$ cat src/rtl/core/srm_pkg.sv
`timescale 1ns / 1ps
// srm_pkg: types and constants of the sccb register access master
// no dependencies; imported by srm_step and sccb_register_access_master_core

package srm_pkg;

    // sequencer phase codes
    localparam logic [2:0] PH_IDLE    = 3'd0;
    localparam logic [2:0] PH_START_A = 3'd1;
    localparam logic [2:0] PH_START_B = 3'd2;
    localparam logic [2:0] PH_LOW     = 3'd3;
    localparam logic [2:0] PH_HIGH    = 3'd4;
    localparam logic [2:0] PH_STOP_A  = 3'd5;
    localparam logic [2:0] PH_STOP_B  = 3'd6;
    localparam logic [2:0] PH_STOP_C  = 3'd7;

    // byte slots of a transaction
    localparam logic [1:0] BYTE_ADDR  = 2'd0;
    localparam logic [1:0] BYTE_REG   = 2'd1;
    localparam logic [1:0] BYTE_THIRD = 2'd2;
    localparam logic [1:0] BYTE_READ  = 2'd3;

    localparam logic       OP_WRITE   = 1'b0;
    localparam logic       OP_READ    = 1'b1;

    // configuration register indexes
    localparam logic [1:0] CFG_LOW_TIME  = 2'd0;
    localparam logic [1:0] CFG_HIGH_TIME = 2'd1;
    localparam logic [1:0] CFG_DEV_ADDR  = 2'd2;

    localparam logic [15:0] LOW_TIME_RST  = 16'd100;
    localparam logic [15:0] HIGH_TIME_RST = 16'd50;
    localparam logic [6:0]  DEV_ADDR_RST  = 7'd33;

    localparam logic [3:0]  BITS_PER_BYTE = 4'd8;

    typedef struct packed {
        logic       request;
        logic       operation;
        logic [7:0] sub_addr;
        logic [7:0] write_data;
        logic       sda_in;
    } t_in;

    typedef struct packed {
        logic       scl_level;
        logic       sda_level;
        logic       busy_res;
        logic       done_res;
        logic       ok;
        logic [7:0] read_data;
    } t_out;

    typedef struct packed {
        logic [15:0] low_time;
        logic [15:0] high_time;
        logic [6:0]  device_address;
    } t_cfg;

    typedef struct packed {
        logic [2:0]  phase;
        logic [15:0] tick_count;
        logic [3:0]  bit_count;
        logic [1:0]  byte_index;
        logic [7:0]  shift_byte;
        logic        lat_op;
        logic [7:0]  lat_reg;
        logic [7:0]  lat_data;
        logic        all_acked;
    } t_state;

endpackage

$ cat src/rtl/core/srm_step.sv
`timescale 1ns / 1ps
// srm_step: one tick of the bus sequencer, next state and line levels
// depends on srm_pkg

module srm_step
    import srm_pkg::*;
(
    input  t_state i_state,
    input  t_cfg   i_cfg,
    input  t_in    i_item,
    output t_state o_state,
    output t_out   o_result
);

    t_state      w;
    t_state      nx;
    t_out        res;
    logic        sda_bit;
    logic [15:0] len_lo;
    logic [15:0] len_hi;
    logic [15:0] len;
    logic        phase_end;

    assign len_lo = (i_cfg.low_time == 16'd0) ? 16'd1 : i_cfg.low_time;
    assign len_hi = (i_cfg.high_time == 16'd0) ? 16'd1 : i_cfg.high_time;

    always_comb begin
        w = i_state;
        // a request is taken only when idle, and its tick is the first of start
        if (i_state.phase == PH_IDLE && i_item.request) begin
            w.lat_op     = i_item.operation;
            w.lat_reg    = i_item.sub_addr;
            w.lat_data   = i_item.write_data;
            w.all_acked  = 1'b1;
            w.byte_index = BYTE_ADDR;
            w.bit_count  = 4'd0;
            w.shift_byte = 8'd0;
            w.phase      = PH_START_A;
            w.tick_count = 16'd0;
        end

        len       = (w.phase == PH_LOW || w.phase == PH_STOP_A) ? len_lo : len_hi;
        phase_end = ({1'b0, w.tick_count} + 17'd1) >= {1'b0, len};
        sda_bit   = (w.byte_index != BYTE_READ && w.bit_count < BITS_PER_BYTE)
                    ? w.shift_byte[7] : 1'b1;

        nx  = w;
        res = '0;

        unique case (w.phase)
            PH_IDLE: begin
                res.scl_level = 1'b1;
                res.sda_level = 1'b1;
            end
            PH_START_A: begin
                res.scl_level = 1'b1;
                res.sda_level = 1'b1;
            end
            PH_START_B: begin
                res.scl_level = 1'b1;
                res.sda_level = 1'b0;
            end
            PH_LOW: begin
                res.scl_level = 1'b0;
                res.sda_level = sda_bit;
            end
            PH_HIGH: begin
                res.scl_level = 1'b1;
                res.sda_level = sda_bit;
            end
            PH_STOP_A: begin
                res.scl_level = 1'b0;
                res.sda_level = 1'b0;
            end
            PH_STOP_B: begin
                res.scl_level = 1'b1;
                res.sda_level = 1'b0;
            end
            PH_STOP_C: begin
                res.scl_level = 1'b1;
                res.sda_level = 1'b1;
            end
        endcase

        if (w.phase != PH_IDLE) begin
            res.busy_res = 1'b1;
            if (!phase_end) begin
                nx.tick_count = w.tick_count + 16'd1;
            end else begin
                nx.tick_count = 16'd0;
                unique case (w.phase)
                    PH_START_A: nx.phase = PH_START_B;
                    PH_START_B: begin
                        // repeated start of a read is followed by the read address
                        nx.shift_byte = {i_cfg.device_address,
                                         (w.byte_index == BYTE_THIRD)};
                        nx.bit_count  = 4'd0;
                        nx.phase      = PH_LOW;
                    end
                    PH_LOW: nx.phase = PH_HIGH;
                    PH_HIGH: begin
                        priority if (w.bit_count < BITS_PER_BYTE) begin
                            nx.shift_byte = {w.shift_byte[6:0],
                                             (w.byte_index == BYTE_READ) & i_item.sda_in};
                            nx.bit_count  = w.bit_count + 4'd1;
                            nx.phase      = PH_LOW;
                        end else if (w.byte_index == BYTE_READ) begin
                            nx.phase = PH_STOP_A;
                        end else if (i_item.sda_in) begin
                            // nack aborts to stop
                            nx.all_acked  = 1'b0;
                            nx.shift_byte = 8'd0;
                            nx.phase      = PH_STOP_A;
                        end else if (w.byte_index == BYTE_ADDR) begin
                            nx.byte_index = BYTE_REG;
                            nx.shift_byte = w.lat_reg;
                            nx.bit_count  = 4'd0;
                            nx.phase      = PH_LOW;
                        end else if (w.byte_index == BYTE_REG) begin
                            nx.byte_index = BYTE_THIRD;
                            nx.bit_count  = 4'd0;
                            if (w.lat_op == OP_WRITE) begin
                                nx.shift_byte = w.lat_data;
                                nx.phase      = PH_LOW;
                            end else begin
                                nx.phase      = PH_START_A;
                            end
                        end else if (w.lat_op == OP_WRITE) begin
                            nx.shift_byte = 8'd0;
                            nx.phase      = PH_STOP_A;
                        end else begin
                            nx.byte_index = BYTE_READ;
                            nx.shift_byte = 8'd0;
                            nx.bit_count  = 4'd0;
                            nx.phase      = PH_LOW;
                        end
                    end
                    PH_STOP_A: nx.phase = PH_STOP_B;
                    PH_STOP_B: nx.phase = PH_STOP_C;
                    PH_STOP_C: begin
                        res.done_res  = 1'b1;
                        res.ok        = w.all_acked;
                        res.read_data = (w.all_acked && w.lat_op == OP_READ)
                                        ? w.shift_byte : 8'd0;
                        nx.phase      = PH_IDLE;
                    end
                    PH_IDLE: nx.phase = PH_IDLE;
                endcase
            end
        end
    end

    assign o_state  = nx;
    assign o_result = res;

endmodule

$ cat src/rtl/core/sccb_register_access_master_core.sv
`timescale 1ns / 1ps
// sccb_register_access_master_core: top level, state, config and result registers
// depends on srm_pkg and srm_step
//
//  channel   direction  handshake                    payload
//  -------   ---------  ---------------------------  --------------------------------
//  in        input      i_in_valid / o_in_ready      i_in   (t_in: request, sda tick)
//  out       output     o_out_valid / i_out_ready    o_out  (t_out: scl, sda, status)
//  cfg       input      i_cfg_valid / o_cfg_ready    i_cfg_index, i_cfg_data
//
//  one transaction on the in channel is one bus tick; it yields exactly one result
//  each tick is handled combinationally: sequencer state -> srm_step -> result register
//  a new tick is accepted every cycle while the result register is empty or being taken
//  a stalled output holds the result register and blocks input; state only advances on accept
//  reset (synchronous, active low) returns to idle with lines high and default timing
//  the config port is always ready and writes go straight into the config registers

module sccb_register_access_master_core
    import srm_pkg::*;
(
    input  logic        i_clk,
    input  logic        i_rst_n,

    input  logic        i_in_valid,
    output logic        o_in_ready,
    input  t_in         i_in,

    output logic        o_out_valid,
    input  logic        i_out_ready,
    output t_out        o_out,

    input  logic        i_cfg_valid,
    output logic        o_cfg_ready,
    input  logic [1:0]  i_cfg_index,
    input  logic [15:0] i_cfg_data
);

    t_state r_state;
    t_state n_state;
    t_cfg   r_cfg;
    t_out   r_out;
    t_out   n_out;
    logic   r_out_valid;
    logic   in_fire;
    logic   cfg_fire;

    // output register frees up in the same cycle it is taken
    assign o_in_ready  = !r_out_valid || i_out_ready;
    assign in_fire     = i_in_valid && o_in_ready;
    assign o_cfg_ready = 1'b1;
    assign cfg_fire    = i_cfg_valid;

    // one tick of the sequencer
    srm_step u_step (
        .i_state  (r_state),
        .i_cfg    (r_cfg),
        .i_item   (i_in),
        .o_state  (n_state),
        .o_result (n_out)
    );

    // config registers, index beyond the list is dropped
    always_ff @(posedge i_clk) begin
        if (!i_rst_n) begin
            r_cfg.low_time       <= LOW_TIME_RST;
            r_cfg.high_time      <= HIGH_TIME_RST;
            r_cfg.device_address <= DEV_ADDR_RST;
        end else if (cfg_fire) begin
            unique case (i_cfg_index)
                CFG_LOW_TIME:  r_cfg.low_time       <= i_cfg_data;
                CFG_HIGH_TIME: r_cfg.high_time      <= i_cfg_data;
                CFG_DEV_ADDR:  r_cfg.device_address <= i_cfg_data[6:0];
                default: ;
            endcase
        end
    end

    // sequencer state advances once per accepted tick
    always_ff @(posedge i_clk) begin
        if (!i_rst_n) begin
            r_state <= '0;
        end else if (in_fire) begin
            r_state <= n_state;
        end
    end

    // result register
    always_ff @(posedge i_clk) begin
        if (!i_rst_n) begin
            r_out_valid <= 1'b0;
        end else if (in_fire) begin
            r_out_valid <= 1'b1;
        end else if (i_out_ready) begin
            r_out_valid <= 1'b0;
        end
    end

    always_ff @(posedge i_clk) begin
        if (in_fire) begin
            r_out <= n_out;
        end
    end

    assign o_out_valid = r_out_valid;
    assign o_out       = r_out;

    // a finished transaction leaves the sequencer idle
    a_done_to_idle: assert property (@(posedge i_clk) disable iff (!i_rst_n)
        in_fire && n_out.done_res |=> r_state.phase == PH_IDLE)
        else $error("sequencer not idle after done");

    // the last stop tick releases both lines
    a_done_lines_high: assert property (@(posedge i_clk) disable iff (!i_rst_n)
        r_out_valid && r_out.done_res |-> r_out.scl_level && r_out.sda_level && r_out.busy_res)
        else $error("done without both lines released");

    // status fields are quiet outside done
    a_quiet_status: assert property (@(posedge i_clk) disable iff (!i_rst_n)
        r_out_valid && !r_out.done_res |-> !r_out.ok && r_out.read_data == 8'd0)
        else $error("ok or read data outside done");

    // only a read reaches the data-in byte
    a_read_slot: assert property (@(posedge i_clk) disable iff (!i_rst_n)
        r_state.byte_index == BYTE_READ |-> r_state.lat_op == OP_READ
                                            && r_state.bit_count <= BITS_PER_BYTE)
        else $error("read byte slot in a write");

endmodule
$ cat config.mk
export PLATFORM = sky130hd
export DESIGN_NAME = sccb_register_access_master_core
export DESIGN_NICKNAME = d
export VERILOG_FILES = /design/src/rtl/core/srm_pkg.sv /design/src/rtl/core/srm_step.sv /design/src/rtl/core/sccb_register_access_master_core.sv
export SDC_FILE = /design/constraint.sdc
export NUM_CORES = 1
export LEC_CHECK = 0
export ABC_AREA = 1
export BUFFER_PORTS_ARGS = -buffer_cell sky130_fd_sc_hd__buf_2
export CORE_ASPECT_RATIO = 2
export CORE_UTILIZATION = 50
export CTS_CLUSTER_SIZE = 14
export DETAILED_ROUTE_END_ITERATION = 10
export PLACE_DENSITY = 0.69
export SYNTH_ARGS = -nofsm -noshare
export SYNTH_HDL_FRONTEND = slang
export SYNTH_SLANG_ARGS = --single-unit
$ cat constraint.sdc
create_clock -name i_clk -period 3.93 [get_ports i_clk]
set_input_delay 0.393 -clock i_clk [delete_from_list [all_inputs] [get_ports i_clk]]
set_output_delay 0.393 -clock i_clk [all_outputs]
set_load 0.01 [all_outputs]
# Word-level counts from Yosys, hierarchy flattened
# Index checks and enable logic that the tools add are counted.
[word_totals] register_bits=104 input_bits=42 out_inout_bits=16
[classes] addsub=3 order_cmp=2 eq_ne=13 mux=43 bitwise_logic=1 n_reduce_logical=24
[op_table] op="2-to-1 mux 16 bit" count=4
[op_table] op="2-to-1 mux 14 bit" count=4
[op_table] op="2-to-1 mux 51 bit" count=1
[op_table] op="2-to-1 mux 33 bit" count=1
[op_table] op="logical NOT 16 bit" count=2
[op_table] op="2-to-1 mux 8 bit" count=4
[op_table] op="2-to-1 mux 3 bit" count=7
[op_table] op="case mux 3 bit (7 select lines)" count=1
[op_table] op="2-to-1 mux 10 bit" count=2
[op_table] op="adder 16 x 1 -> 17 bit (second input constant)" count=1
[op_table] op=">= comparator 17 x 16 -> 1 bit" count=1
[op_table] op="adder 16 x 1 -> 16 bit (second input constant)" count=1
[op_table] op="case mux 8 bit (2 select lines)" count=1
[op_table] op="== test 3 bit (second input constant)" count=4
[op_table] op="2-to-1 mux 6 bit" count=2
[op_table] op="2-to-1 mux 11 bit" count=1
[op_table] op="case mux 2 bit (5 select lines)" count=1
[op_table] op="2-to-1 mux 1 bit" count=9
[op_table] op="case mux 4 bit (2 select lines)" count=1
[op_table] op="AND reduction 2 bit" count=4
[op_table] op="== test 2 bit (second input constant)" count=3
[op_table] op="== test 3 x 2 -> 1 bit (second input constant)" count=2
[op_table] op="logical NOT 3 bit" count=2
[op_table] op="2-to-1 mux 2 bit" count=3
[op_table] op="17 further kinds" count=24

# Longest topological paths before layout
# Gate-level depths: netlist of run 1.
[depth] word_depth=12 depth_mapped=31 depth_no_buf=28

# By module
# A second synthesis of run 1 with hierarchy kept.
[unflattened] cells_unflattened=1237 hier_area_um2=7425.9
[by_module_without_submodules] mod="sccb_register_access_master_core" n_inst=1 cells_each=596 area_per_inst_um2=4302.9 seq_area_each_um2=2212.1
[by_module_without_submodules] mod="srm_step" n_inst=1 cells_each=641 area_per_inst_um2=3123.0 seq_area_each_um2=0.0

# Worst setup path before layout of run 1
# OpenSTA, ideal clock, no wires.
[synth_path] path_kind="reg-to-reg" startpoint="register r_state[48] in the netlist's numbering" endpoint="register r_out (netlist bit o_out[0]), data pin" setup_ns=0.254 arrival_ns=3.138 slack_ns=0.538 stages_incl_launch_ff=26 n_path_buf=4 cell_sequence="dfxtp_1 > buf_2 > nor2_4 > nand2_8 > buf_8 > buf_6 > nand2_1 > inv_1 > ha_1 > nand3_2 > nor2_4 > nand3_1 > nor3_1 > xor2_1 > ha_1 > a21oi_1 > nor3_1 > nor3_1 > nand2_1 > nand2_1 > nand2_1 > nand2_1 > nand2_4 > buf_12 > nand3_4 > nor2_1"
[synth_between] elab_chain_cells=8 word_cells_on_any_way=13 classes_between="1 x add/sub; 1 x order compare; 3 x eq/ne; 2 x mux; 6 x reduce/logical"
[synth_lines] item="start: declaration" line="sccb_register_access_master_core.sv:38" source="t_state r_state;"
[synth_lines] item="start signal: assignment" line="sccb_register_access_master_core.sv:83" source="r_state <= n_state;"
[synth_lines] item="logical NOT 3 bit" line="srm_step.sv:30" source="if (i_state.phase == PH_IDLE && i_item.request) begin"
[synth_lines] item="logical AND 1 bit" line="srm_step.sv:30"
[synth_lines] item="2-to-1 mux 51 bit (*)" line="srm_step.sv:30"
[synth_lines] item="branches (longest 5 deep; another with adder 16 x 1 -> 17 bit)"
[synth_lines] item="end signal: assignment" line="sccb_register_access_master_core.sv:100" source="r_out <= n_out;"
[synth_lines] item="end: declaration" line="sccb_register_access_master_core.sv:41" source="t_out r_out;"
# Every way passes the cells marked *.
# A chain may end at the register's enable or synchronous reset.

# Worst setup path in the final report of run 1
[layout_path] startpoint="register r_state[49] in the netlist's numbering" endpoint="register r_state[31] in the netlist's numbering"
[layout_between] elab_chain_cells=12 word_cells_on_any_way=26 classes_between="2 x add/sub; 2 x order compare; 6 x eq/ne; 11 x mux; 5 x reduce/logical"
[layout_lines] item="logical NOT 3 bit" line="srm_step.sv:30"
[layout_lines] item="logical AND 1 bit" line="srm_step.sv:30"
[layout_lines] item="2-to-1 mux 51 bit (*)" line="srm_step.sv:30"
[layout_lines] item="branches (longest 8 deep; another with adder 16 x 1 -> 17 bit)"
[layout_lines] item="2-to-1 mux 33 bit (*)" line="srm_step.sv:85" source="if (w.phase != PH_IDLE) begin"
# Marked as above.

==> results.py, run 1 <==
metrics = {
    "run_status": {
        "status": "finished clean",
    },
    "timing": {
        "setup_viol": 0,
        "worstMarginPinSlew_ns": 0.582,
        "max-slew-margin-rel_pct": 61.0,
        "setup_tns_ns": 0,
        "final_max_slew_viol_count": 0,
        "max_freq_mhz": 279,
        "period_share_pct": 91.1,
        "finClkSkew_ns": 0.00679,
        "post-route-worst-setup-slack_ns": 0.350,
        "fin_crit_ns": 3.58,
        "finalHoldViolCount": 0,
        "rsz0062_at_grt": "no",
    },
    "clocking": {
        "insertion_delay_ns": 0.36,
        "cts-root-buf": "clkbuf_16",
        "cts_tree": "done",
        "numCtsBuffers": 9,
        "cts_sinks": 104,
        "clk_pin_slew_worst_paths_ns": 0.08,
        "htree_levels": 3,
        "ctsHoldBuffers": 0,
        "cts.path.max_buffers": 2,
    },
    "setup_path": {
        "path_depth": 24,
        "crit_family": "simple AND/OR/NAND/NOR gates",
        "slowest_stage": "dfxtp_2",
        "crit_type": "reg -> reg",
        "max_stage_delay_ns": 0.40,
        "endpoint_kind": "flop",
        "required_ns": 4.19,
        "crit_path_cell_trace": "nor2_4 > nand2_8 > nand2_1 > inv_1 > ha_1 > nand3_2 > nor2_4 > nand3_1 > nor3_1 > xor2_1 > ha_1 > a21oi_1 > nor3_1 > nor3_1 > nand2_1 > nand2_1 > nand2_1 > nand2_1 > nand2_4 > buf_4 > nand3_1 > nand3_1 > nand2_1 > inv_1",
        "r2r_cells": 24,
        "path_max_fanout": 14,
        "start_kind": "flop",
        "cp_num_buf_inv": 3,
        "cp_common_cell": "nand2_1",
        "arrival_ns": 3.84,
    },
    "yosys": {
        "netlist_area_sq_mm": 0.00602,
        "synthXorXnorAreaFrac_pct": 2.16,
        "synth.area.mux_share_pct": 1.50,
        "synth_seq_cells": 104,
        "synth_nets": 934,
        "syn_inst": 873,
        "yosys.area_share.adder_pct": 3.95,
        "synth_edf_count": 13,
        "syn_area_per_cell_sq_um": 6.90,
        "synth-async-reset-ratio_pct": 0,
        "synth_top_family_by_area": "simple AND/OR/NAND/NOR gates",
        "synth_flop_cell": "dfxtp_1",
        "synth-simple-area-share_pct": 34.4,
        "synth_seq_area_share_pct": 36.7,
        "synth_cell_types": 46,
        "synth_compound_area_share_pct": 11.8,
        "yosys-top-cells-area": "dfxtp_1, nand2_1, nor2_1, edfxtp_1, nand3_1",
        "synth_top_area_share_pct": 30.3,
        "synth_top_area_cell": "dfxtp_1",
        "ys.warnings.count": 0,
    },
    "power_and_ir_drop": {
        "pwr_density_cell_mw_per_mm2": 366,
        "leakagePower_uw": 0.00297,
        "peakVddDrop_mv": 0.269,
    },
    "finish": {
        "final_cell_mix": "nand2_1, nor2_1, dfxtp_1",
        "multi_input_area_sq_mm": 0.00324,
        "final_layout_size_suffix_gt1_share_pct": 14.4,
        "final_nets": 978,
        "fillers": 1168,
        "post-route-util_pct": 57.1,
        "layout_commonest_cell": "nand2_1",
        "regArea_sq_mm": 0.00221,
        "num_antenna_cells": 0,
        "syn_to_final_growth_pct": 11.0,
    },
    "route": {
        "via_per_inst": 5.41,
        "vias": 5773,
        "wl_per_cell_um": 15.9,
        "drtPass1Iterations": 5,
        "drc": 0,
        "drt_wl_total_um": 17000,
        "drt-initial-drc-count": 383,
        "postRouteAntennaNets": 0,
    },
    "floorplanning": {
        "die-area_sq_mm": 0.0125,
        "die_w_um": 79.6,
        "ioPinCount": 58,
        "core_area_sq_mm": 0.0117,
        "die_height_um": 157,
        "row_count": 56,
        "initial_core_util_pct": 51.4,
    },
    "global_route": {
        "grt_antenna_before_repair": 0,
        "grt_pass1_vias": 5526,
        "grt_usage_pct": 28.3,
        "grt.met2_usage_pct": 55.6,
        "grt_pass1_wl_um": 26600,
        "grt_max_degree": 54,
        "gr-max-usage-layer": "met2",
        "overflow": 0,
        "grtUsageMet1_pct": 25.9,
        "met3_usage_pct": 4.35,
    },
    "hold_path": {
        "hold_path_class": "in -> reg",
        "hold_depth": 3,
    },
    "place": {
        "port_buffers": 56,
        "gp_congestion": 0.907,
        "dp_hpwl_um": 12800,
        "dp_slack_ns": 0.211,
    },
    "run": {
        "drv_cap": 0,
    },
}
## sequential cells by signal, indices dropped and copies added (netlist names)
register,flops
r_state,51
r_cfg,39
o_out_valid,1
o_out,13
## synthesized netlist by cell type (all sizes together) (4+ instances only)
cell type  count
xor2          11
ha            19
clkinv         4
inv           89
nand4          7
a21oi         56
nor2         150
nand2        219
o21ai         58
nor3          13
buf           17
o211ai         5
edfxtp        13
nand3         65
dfxtp         91
nor4           9
clkbuf        20
mux2i          9
## final timing paths
check | from | endpoint | slack [ns]
hold / removal | i_in[14] | r_state[14] | 0.25
setup reg to reg | r_state[49] | r_state[31] | 0.35
hold reg to reg | r_state[45] | r_state[45] | 0.47
setup / recovery | r_state[49] | r_state[31] | 0.35
## per-layer routing
metal  routed length, um  vias up
met5                   0        -
met4                 932        0
met3                 655       56
met2                9570      177
met1                5820     2631
li1                    -     2909
## worst register-to-register path, cell delays in order (launching register included)
cell	delay, ns
dfxtp_2	0.40
nor2_4	0.09
nand2_8	0.13
nand2_1	0.08
inv_1	0.08
ha_1	0.20
nand3_2	0.10
nor2_4	0.16
nand3_1	0.13
nor3_1	0.21
xor2_1	0.26
ha_1	0.28
a21oi_1	0.13
nor3_1	0.06
nor3_1	0.13
nand2_1	0.07
nand2_1	0.05
nand2_1	0.04
nand2_1	0.18
nand2_4	0.18
buf_4	0.23
nand3_1	0.08
nand3_1	0.08
nand2_1	0.08
inv_1	0.04
## power by group
group	internal [uW]	switching (uW)	leakage, uW
combinational	124	245	0.00196
sequential	1130	46.3	0.000869
clock	448	447	0.000139
total	1700	738	0.00297
## cell type report
type | instances | share of cell area, %
multi-input cells | 639 | 48.6
clock buffers | 10 | 3.43
flip-flops and latches | 104 | 33.1
well taps | 145 | 2.72
clock inverters | 6 | 0.880
repair buffers | 70 | 5.96
inverters | 93 | 5.30
## timing repair
action,CTS,global route
endpoints found under the setup margin,0,28
resized for setup,0,1
setup buffers,0,1
## stage by stage
step                      total power, uW  area (sq um)  hold WS [ns]  cells
after CTS                            2450          6660         0.252   1066
final                                2440          6680         0.253   1067
after detailed placement             1560          6370         0.455   1050
after global placement               1560          6370         0.453   1050
after floorplan                      1450          6020         0.442    873
after global routing                 2540          6680         0.259   1067
## cell families after synthesis
group,after synthesis
multiplexers,9
AO/OA/AOI/OAI,131
XOR/XNOR,14
adder cells (fa/ha/maj),19
buffers and inverters,130
AND/OR/NAND/NOR,465
flip-flops,104
other,1
(Power assumes the default switching activity.)
==> run 2: changes to the inputs <==
--- a/config.mk
+++ b/config.mk
@@ -7,11 +7,13 @@
 export LEC_CHECK = 0
 export ABC_AREA = 1
 export BUFFER_PORTS_ARGS = -buffer_cell sky130_fd_sc_hd__buf_2
+export CELL_PAD_IN_SITES_DETAIL_PLACEMENT = 1
+export CELL_PAD_IN_SITES_GLOBAL_PLACEMENT = 2
 export CORE_ASPECT_RATIO = 2
-export CORE_UTILIZATION = 50
+export CORE_UTILIZATION = 34
 export CTS_CLUSTER_SIZE = 14
 export DETAILED_ROUTE_END_ITERATION = 10
-export PLACE_DENSITY = 0.69
+export PLACE_DENSITY_LB_ADDON = 0.1
 export SYNTH_ARGS = -nofsm -noshare
 export SYNTH_HDL_FRONTEND = slang
 export SYNTH_SLANG_ARGS = --single-unit
==> run 2 against run 1 <==
Effect of this change: clock-buffer cell count grew 1; flip-flop and latch count is the same; first-iteration DRC count shrank 63%; sequential power is essentially flat; largest power group unchanged.
==> results.py, run 2 (same netlist as run 1, synthesis figures left out) <==
metrics = {
    "finish": {
        "finalNonFillerCells": 1136,
        "layout_commonest_cell": "nand2_1",
        "post-route-util_pct": 39.3,
        "final_nets": 982,
        "regArea_sq_mm": 0.00221,
        "syn_to_final_growth_pct": 12.8,
        "largest_reg_flops": 51,
        "regMostFlops": "r_state",
        "final_layout_size_suffix_gt1_share_pct": 14.9,
        "num_antenna_cells": 0,
        "multi_input_area_sq_mm": 0.00325,
        "final_cell_mix": "nand2_1, nor2_1, dfxtp_1",
        "fillers": 2254,
        "final_area_sq_mm": 0.00679,
    },
    "place": {
        "dpl_cell_area_sq_mm": 0.00649,
        "gp_congestion": 0.890,
        "dpl.cell_count": 1120,
        "dp_hpwl_um": 16500,
        "port_buffers": 56,
    },
    "global_route": {
        "overflow": 0,
        "grt_max_degree": 53,
        "grt_antenna_before_repair": 0,
        "grt_usage_pct": 24.9,
        "grt_pass1_vias": 6315,
        "grt_pass1_wl_um": 33400,
    },
    "route": {
        "postRouteAntennaNets": 0,
        "drt_wl_total_um": 21200,
        "wl_per_cell_um": 18.7,
        "via_per_inst": 5.15,
        "drtPass1Iterations": 4,
        "drc": 0,
        "drt-initial-drc-count": 140,
        "vias": 5845,
    },
    "timing": {
        "finalHoldViolCount": 0,
        "setup_tns_ns": 0,
        "worstMarginPinSlew_ns": 0.629,
        "max_freq_mhz": 273,
        "finClkSkew_ns": 0.0123,
        "setup_viol": 0,
        "rsz0062_at_grt": "no",
        "final_max_slew_viol_count": 0,
        "period_share_pct": 93.3,
        "fin_crit_ns": 3.67,
        "max-slew-margin-rel_pct": 57.8,
    },
    "clocking": {
        "cts_sinks": 104,
        "insertion_delay_ns": 0.37,
        "cts.path.max_buffers": 2,
        "htree_levels": 3,
        "ctsHoldBuffers": 0,
        "clk_pin_slew_worst_paths_ns": 0.08,
        "cts_tree": "done",
        "numCtsBuffers": 9,
        "cts-root-buf": "clkbuf_16",
    },
    "setup_path": {
        "crit_type": "reg -> reg",
        "path_max_fanout": 14,
        "endpoint_kind": "flop",
        "start_kind": "flop",
        "required_ns": 4.23,
        "arrival_ns": 3.96,
    },
    "run": {
        "drv_cap": 0,
    },
    "floorplanning": {
        "die-area_sq_mm": 0.0183,
        "ioPinCount": 58,
        "die_w_um": 96.1,
        "die_height_um": 190,
        "initial_core_util_pct": 34.9,
        "row_count": 68,
        "core_area_sq_mm": 0.0173,
    },
    "power_and_ir_drop": {
        "peakVddDrop_mv": 0.229,
        "pwr_density_cell_mw_per_mm2": 370,
        "leakagePower_uw": 0.00299,
        "p_total_uw": 2520,
    },
    "hold_path": {
        "hold_path_class": "in -> reg",
    },
    "run_status": {
        "status": "finished clean",
    },
}
[run 2: changes by cell type in the layout (fill, tap and decap cells not counted)]
cell       delta
buf_12        -1
buf_4         +5
bufinv_16     +1
clkbuf_1      +1
dfxtp_1       -1
dfxtp_2       +1
inv_6         +1
inv_8         -3
o21bai_1      -1
o21bai_2      +1
[run 2: layout make-up]
type                    count  area share [%]
clock buffers              11            3.43
flip-flops and latches    104            32.6
multi-input cells         639            47.8
repair buffers             74            6.12
inverters                  93            5.21
well taps                 210            3.87
clock inverters             5           0.940
[run 2: worst max-delay path, stage by stage, from the launching register on]
cell,delay (ns)
dfxtp_2,0.43
nor2_4,0.10
nand2_8,0.14
nand2_1,0.09
inv_1,0.09
ha_1,0.20
nand3_2,0.10
nor2_4,0.16
nand3_1,0.14
nor3_1,0.20
xor2_1,0.24
ha_1,0.29
a21oi_1,0.14
nor3_1,0.06
nor3_1,0.13
nand2_1,0.07
nand2_1,0.05
nand2_1,0.04
nand2_1,0.12
nand2_4,0.16
nor2_4,0.36
nand2_1,0.13
a21oi_1,0.14
[run 2: layer usage]
layer	up-vias	global-route usage, %	part of all wire, %
met3	53	3.00	1.9
li1	2910	-	-
met4	0	16.5	6.7
met2	97	50.2	58
met5	-	0	0
met1	2785	21.3	33
[run 2: worst paths after layout]
kind                             startpoint  slack (ns)  depth (start not counted)     endpoint
worst max-delay path            r_state[49]        0.26                         22  r_state[40]
worst min-delay path               i_in[15]        0.24                          3  r_state[15]
worst max register to register  r_state[49]        0.26                         22  r_state[40]
worst min register to register     r_cfg[1]        0.47                          2     r_cfg[1]
[run 2: stage by stage]
| step | hold slack (ns) | worst slack, ns |
|---|---|---|
| after global routing | 0.256 | 0.0114 |
| after detailed placement | 0.458 | 0.0970 |
| after CTS | 0.231 | 0.129 |
| final | 0.239 | 0.262 |
| after floorplan | 0.442 | 0.538 |
| after global placement | 0.457 | 0.135 |
[run 2: power by group]
part	total [uW]	switching [uW]	internal (uW)
Sequential	1180	50.0	1130
Combinational	389	267	123
Clock	944	442	501
Total	2520	759	1760
[run 2: timing repair]
| action | 4_1_cts | 5_1_grt |
|---|---|---|
| hold endpoints to repair | 0 | 0 |
| endpoints found under the setup margin | 0 | 29 |
| resized for setup | 0 | 3 |
| setup buffers | 0 | 0 |
==> run 3: changes to the inputs <==
--- a/config.mk
+++ b/config.mk
@@ -10,10 +10,12 @@
 export CELL_PAD_IN_SITES_DETAIL_PLACEMENT = 1
 export CELL_PAD_IN_SITES_GLOBAL_PLACEMENT = 2
 export CORE_ASPECT_RATIO = 2
-export CORE_UTILIZATION = 34
+export CORE_MARGIN = 2
+export CORE_UTILIZATION = 33
 export CTS_CLUSTER_SIZE = 14
 export DETAILED_ROUTE_END_ITERATION = 10
 export PLACE_DENSITY_LB_ADDON = 0.1
 export SYNTH_ARGS = -nofsm -noshare
 export SYNTH_HDL_FRONTEND = slang
+export SYNTH_HIERARCHICAL = 1
 export SYNTH_SLANG_ARGS = --single-unit
==> run 3 against run 2 <==
Effect of this change: die area grew 30%; final area grew 22%; routed wire length grew 22%; critical path depth grew 7; setup slack gained 0.067 ns; power grew 30%; synthesized area grew 23%; worst hold slack gained 0.0068 ns; clock-buffer cell count grew 2; largest cell class unchanged; largest power group unchanged; highest routed layer unchanged.
==> results.py, run 3 <==
metrics = {
    "setup_path": {
        "required_ns": 4.21,
        "arrival_ns": 3.88,
        "start_kind": "flop",
        "endpoint_kind": "flop",
        "slowest_stage": "dfxtp_1",
        "cp_num_buf_inv": 5,
        "crit_type": "reg -> reg",
        "crit_family": "simple AND/OR/NAND/NOR gates",
        "cp_common_cell": "nand2_1",
        "max_stage_delay_ns": 0.37,
        "path_max_fanout": 28,
    },
    "yosys": {
        "synth_nets": 1298,
        "synth_flop_cell": "dfxtp_1",
        "ys.warnings.count": 6,
        "synth_seq_area_share_pct": 29.8,
        "synth_edf_count": 13,
        "netlist_area_sq_mm": 0.00743,
        "yosys-top-cells-area": "dfxtp_1, nand2_1, nand3_1, inv_1, nor2_1",
        "synth-async-reset-ratio_pct": 0,
        "synth_cell_types": 47,
        "synth_top_area_share_pct": 24.5,
        "synth_seq_cells": 104,
        "syn_area_per_cell_sq_um": 6.00,
        "yosysMostFrequentCell": "nand2_1",
        "syn_inst": 1237,
        "synthTopCellsByCount": "nand2_1, inv_1, nor2_1, nand3_1, dfxtp_1",
        "synth_top_area_cell": "dfxtp_1",
    },
    "finish": {
        "num_antenna_cells": 0,
        "final_area_sq_mm": 0.00830,
        "final_cell_mix": "nand2_1, inv_1, nor2_1",
        "layout_commonest_cell": "nand2_1",
        "final_nets": 1337,
        "fillers": 3015,
        "regMostFlops": "r_state",
        "largest_reg_flops": 51,
        "syn_to_final_growth_pct": 11.8,
        "final_layout_size_suffix_gt1_share_pct": 12.6,
    },
    "power_and_ir_drop": {
        "leakagePower_uw": 0.00416,
        "p_switching_uw": 1240,
        "pwr_density_cell_mw_per_mm2": 395,
        "swShare_pct": 37.9,
        "p_clk_share_pct": 29.3,
        "comb_power_share_pct": 33.2,
        "p_total_uw": 3280,
        "p_seq_share_pct": 37.4,
        "peakVddDrop_mv": 0.234,
        "p_int_uw": 2030,
    },
    "timing": {
        "finClkSkew_ns": 0.00856,
        "post-route-worst-setup-slack_ns": 0.329,
        "fin_crit_ns": 3.60,
        "worstMarginPinSlew_ns": 1.04,
        "final_max_slew_viol_count": 0,
        "max-slew-margin-rel_pct": 30.5,
        "rsz0062_at_grt": "no",
        "setup_viol": 0,
        "setup_tns_ns": 0,
        "max_freq_mhz": 278,
        "period_share_pct": 91.6,
        "finalHoldViolCount": 0,
        "hold-worst-slack_ns": 0.246,
    },
    "clocking": {
        "cts_sinks": 104,
        "htree_levels": 3,
        "clk_pin_slew_worst_paths_ns": 0.08,
        "insertion_delay_ns": 0.39,
        "cts.path.max_buffers": 2,
        "numCtsBuffers": 9,
        "cts_tree": "done",
        "ctsHoldBuffers": 0,
        "cts-root-buf": "clkbuf_16",
    },
    "floorplanning": {
        "core_area_sq_mm": 0.0221,
        "die_height_um": 216,
        "die_w_um": 110,
        "ioPinCount": 58,
        "initial_core_util_pct": 33.7,
        "die-area_sq_mm": 0.0238,
        "row_count": 77,
    },
    "hold_path": {
        "hold_path_class": "in -> reg",
    },
    "global_route": {
        "grt_max_degree": 92,
        "overflow": 0,
        "grt_usage_pct": 23.0,
        "grt_antenna_before_repair": 0,
        "grt_pass1_vias": 7943,
        "grt_pass1_wl_um": 41300,
    },
    "place": {
        "port_buffers": 56,
        "dp_slack_ns": 0.000612,
        "dpl_cell_area_sq_mm": 0.00798,
        "dp_hpwl_um": 19600,
        "gp_congestion": 0.888,
    },
    "route": {
        "drt_wl_total_um": 25900,
        "drt-initial-drc-count": 267,
        "wl_per_cell_um": 16.6,
        "via_per_inst": 4.97,
        "postRouteAntennaNets": 0,
        "drtPass1Iterations": 4,
        "drc": 0,
        "vias": 7743,
    },
    "run": {
        "drv_cap": 0,
    },
    "run_status": {
        "status": "finished clean",
    },
}
run 3: cell count changes after synthesis, moves of 5 or more:
cell,delta
nand2_1,+201
inv_1,+76
nand3_1,+63
o21ai_0,-30
buf_2,+25
a21oi_1,+16
nor2_1,+16
o21ai_1,+16
nor2_4,-8
nor3_1,-7
buf_4,+5
o211ai_1,-5
xor2_1,-5
run 3: tightest hold or removal path: cells and delay by family:
family / cells / cell delay [ns]
simple gates: 2 / 0.12
buf+inv: 1 / 0.09
run 3: metal layers:
metal	share of wire (%)	global-route usage, %	vias up
li1	-	-	3931
met1	36	21.7	3671
met2	57	45.4	94
met3	1.9	3.34	47
met4	4.5	11.3	0
met5	0	0	-
run 3: final cells by class:
class                           count  area, sq um  area share [%]
Multi-Input combinational cell    897         4200            50.5
Sequential cell                   104         2210            26.7
Inverter                          167          631            7.60
Timing Repair Buffer               97          613            7.39
Tap cell                          276          345            4.16
Clock buffer                       13          282            3.39
Clock inverter                      3         21.3           0.256
run 3: power groups by stage:
stage          registers, uW  logic [uW]  clock network, uW
6_report                1230        1090                960
5_1_grt                 1240        1240               1040
4_1_cts                 1230        1100               1000
3_5_place_dp            1250        1100                  0
3_3_place_gp            1250        1080                  0
2_1_floorplan           1230         759                  0
run 3: logic make-up (layout without fill, tap and decap cells):
kind of cell	Yosys count	in the layout	share of synthesized area (%)
simple gates	739	739	42.3
fa+ha+maj	19	19	3.20
xor+xnor	10	10	1.28
mux	5	5	0.674
flops	104	104	29.8
other cells	1	1	0.0505
buf+inv	236	280	13.8
compound gates	123	123	8.86
run 3: what timing repair did:
item | 4_1_cts | 5_1_grt
buffers inserted | 0 | 1
setup endpoints to repair | 0 | 30
resized for setup | 0 | 6
run 3: final timing paths:
| check | endpoint | slack, ns | cells after the start | from |
|---|---|---|---|---|
| setup / recovery | r_state[46] | 0.33 | 29 | r_state[50] |
| hold / removal | r_cfg[20] | 0.25 | 3 | i_cfg_data[13] |
| setup reg to reg | r_state[46] | 0.33 | 29 | r_state[50] |
| hold reg to reg | r_cfg[0] | 0.46 | 2 | r_cfg[0] |
run 3: per-stage QoR:
stage | std cells | utilization [%]
3_5_place_dp | 1540 | 36.1
5_1_grt | 1557 | 37.6
6_report | 1557 | 37.6
4_1_cts | 1556 | 37.5
3_3_place_gp | 1540 | 36.1
2_1_floorplan | 1237 | -
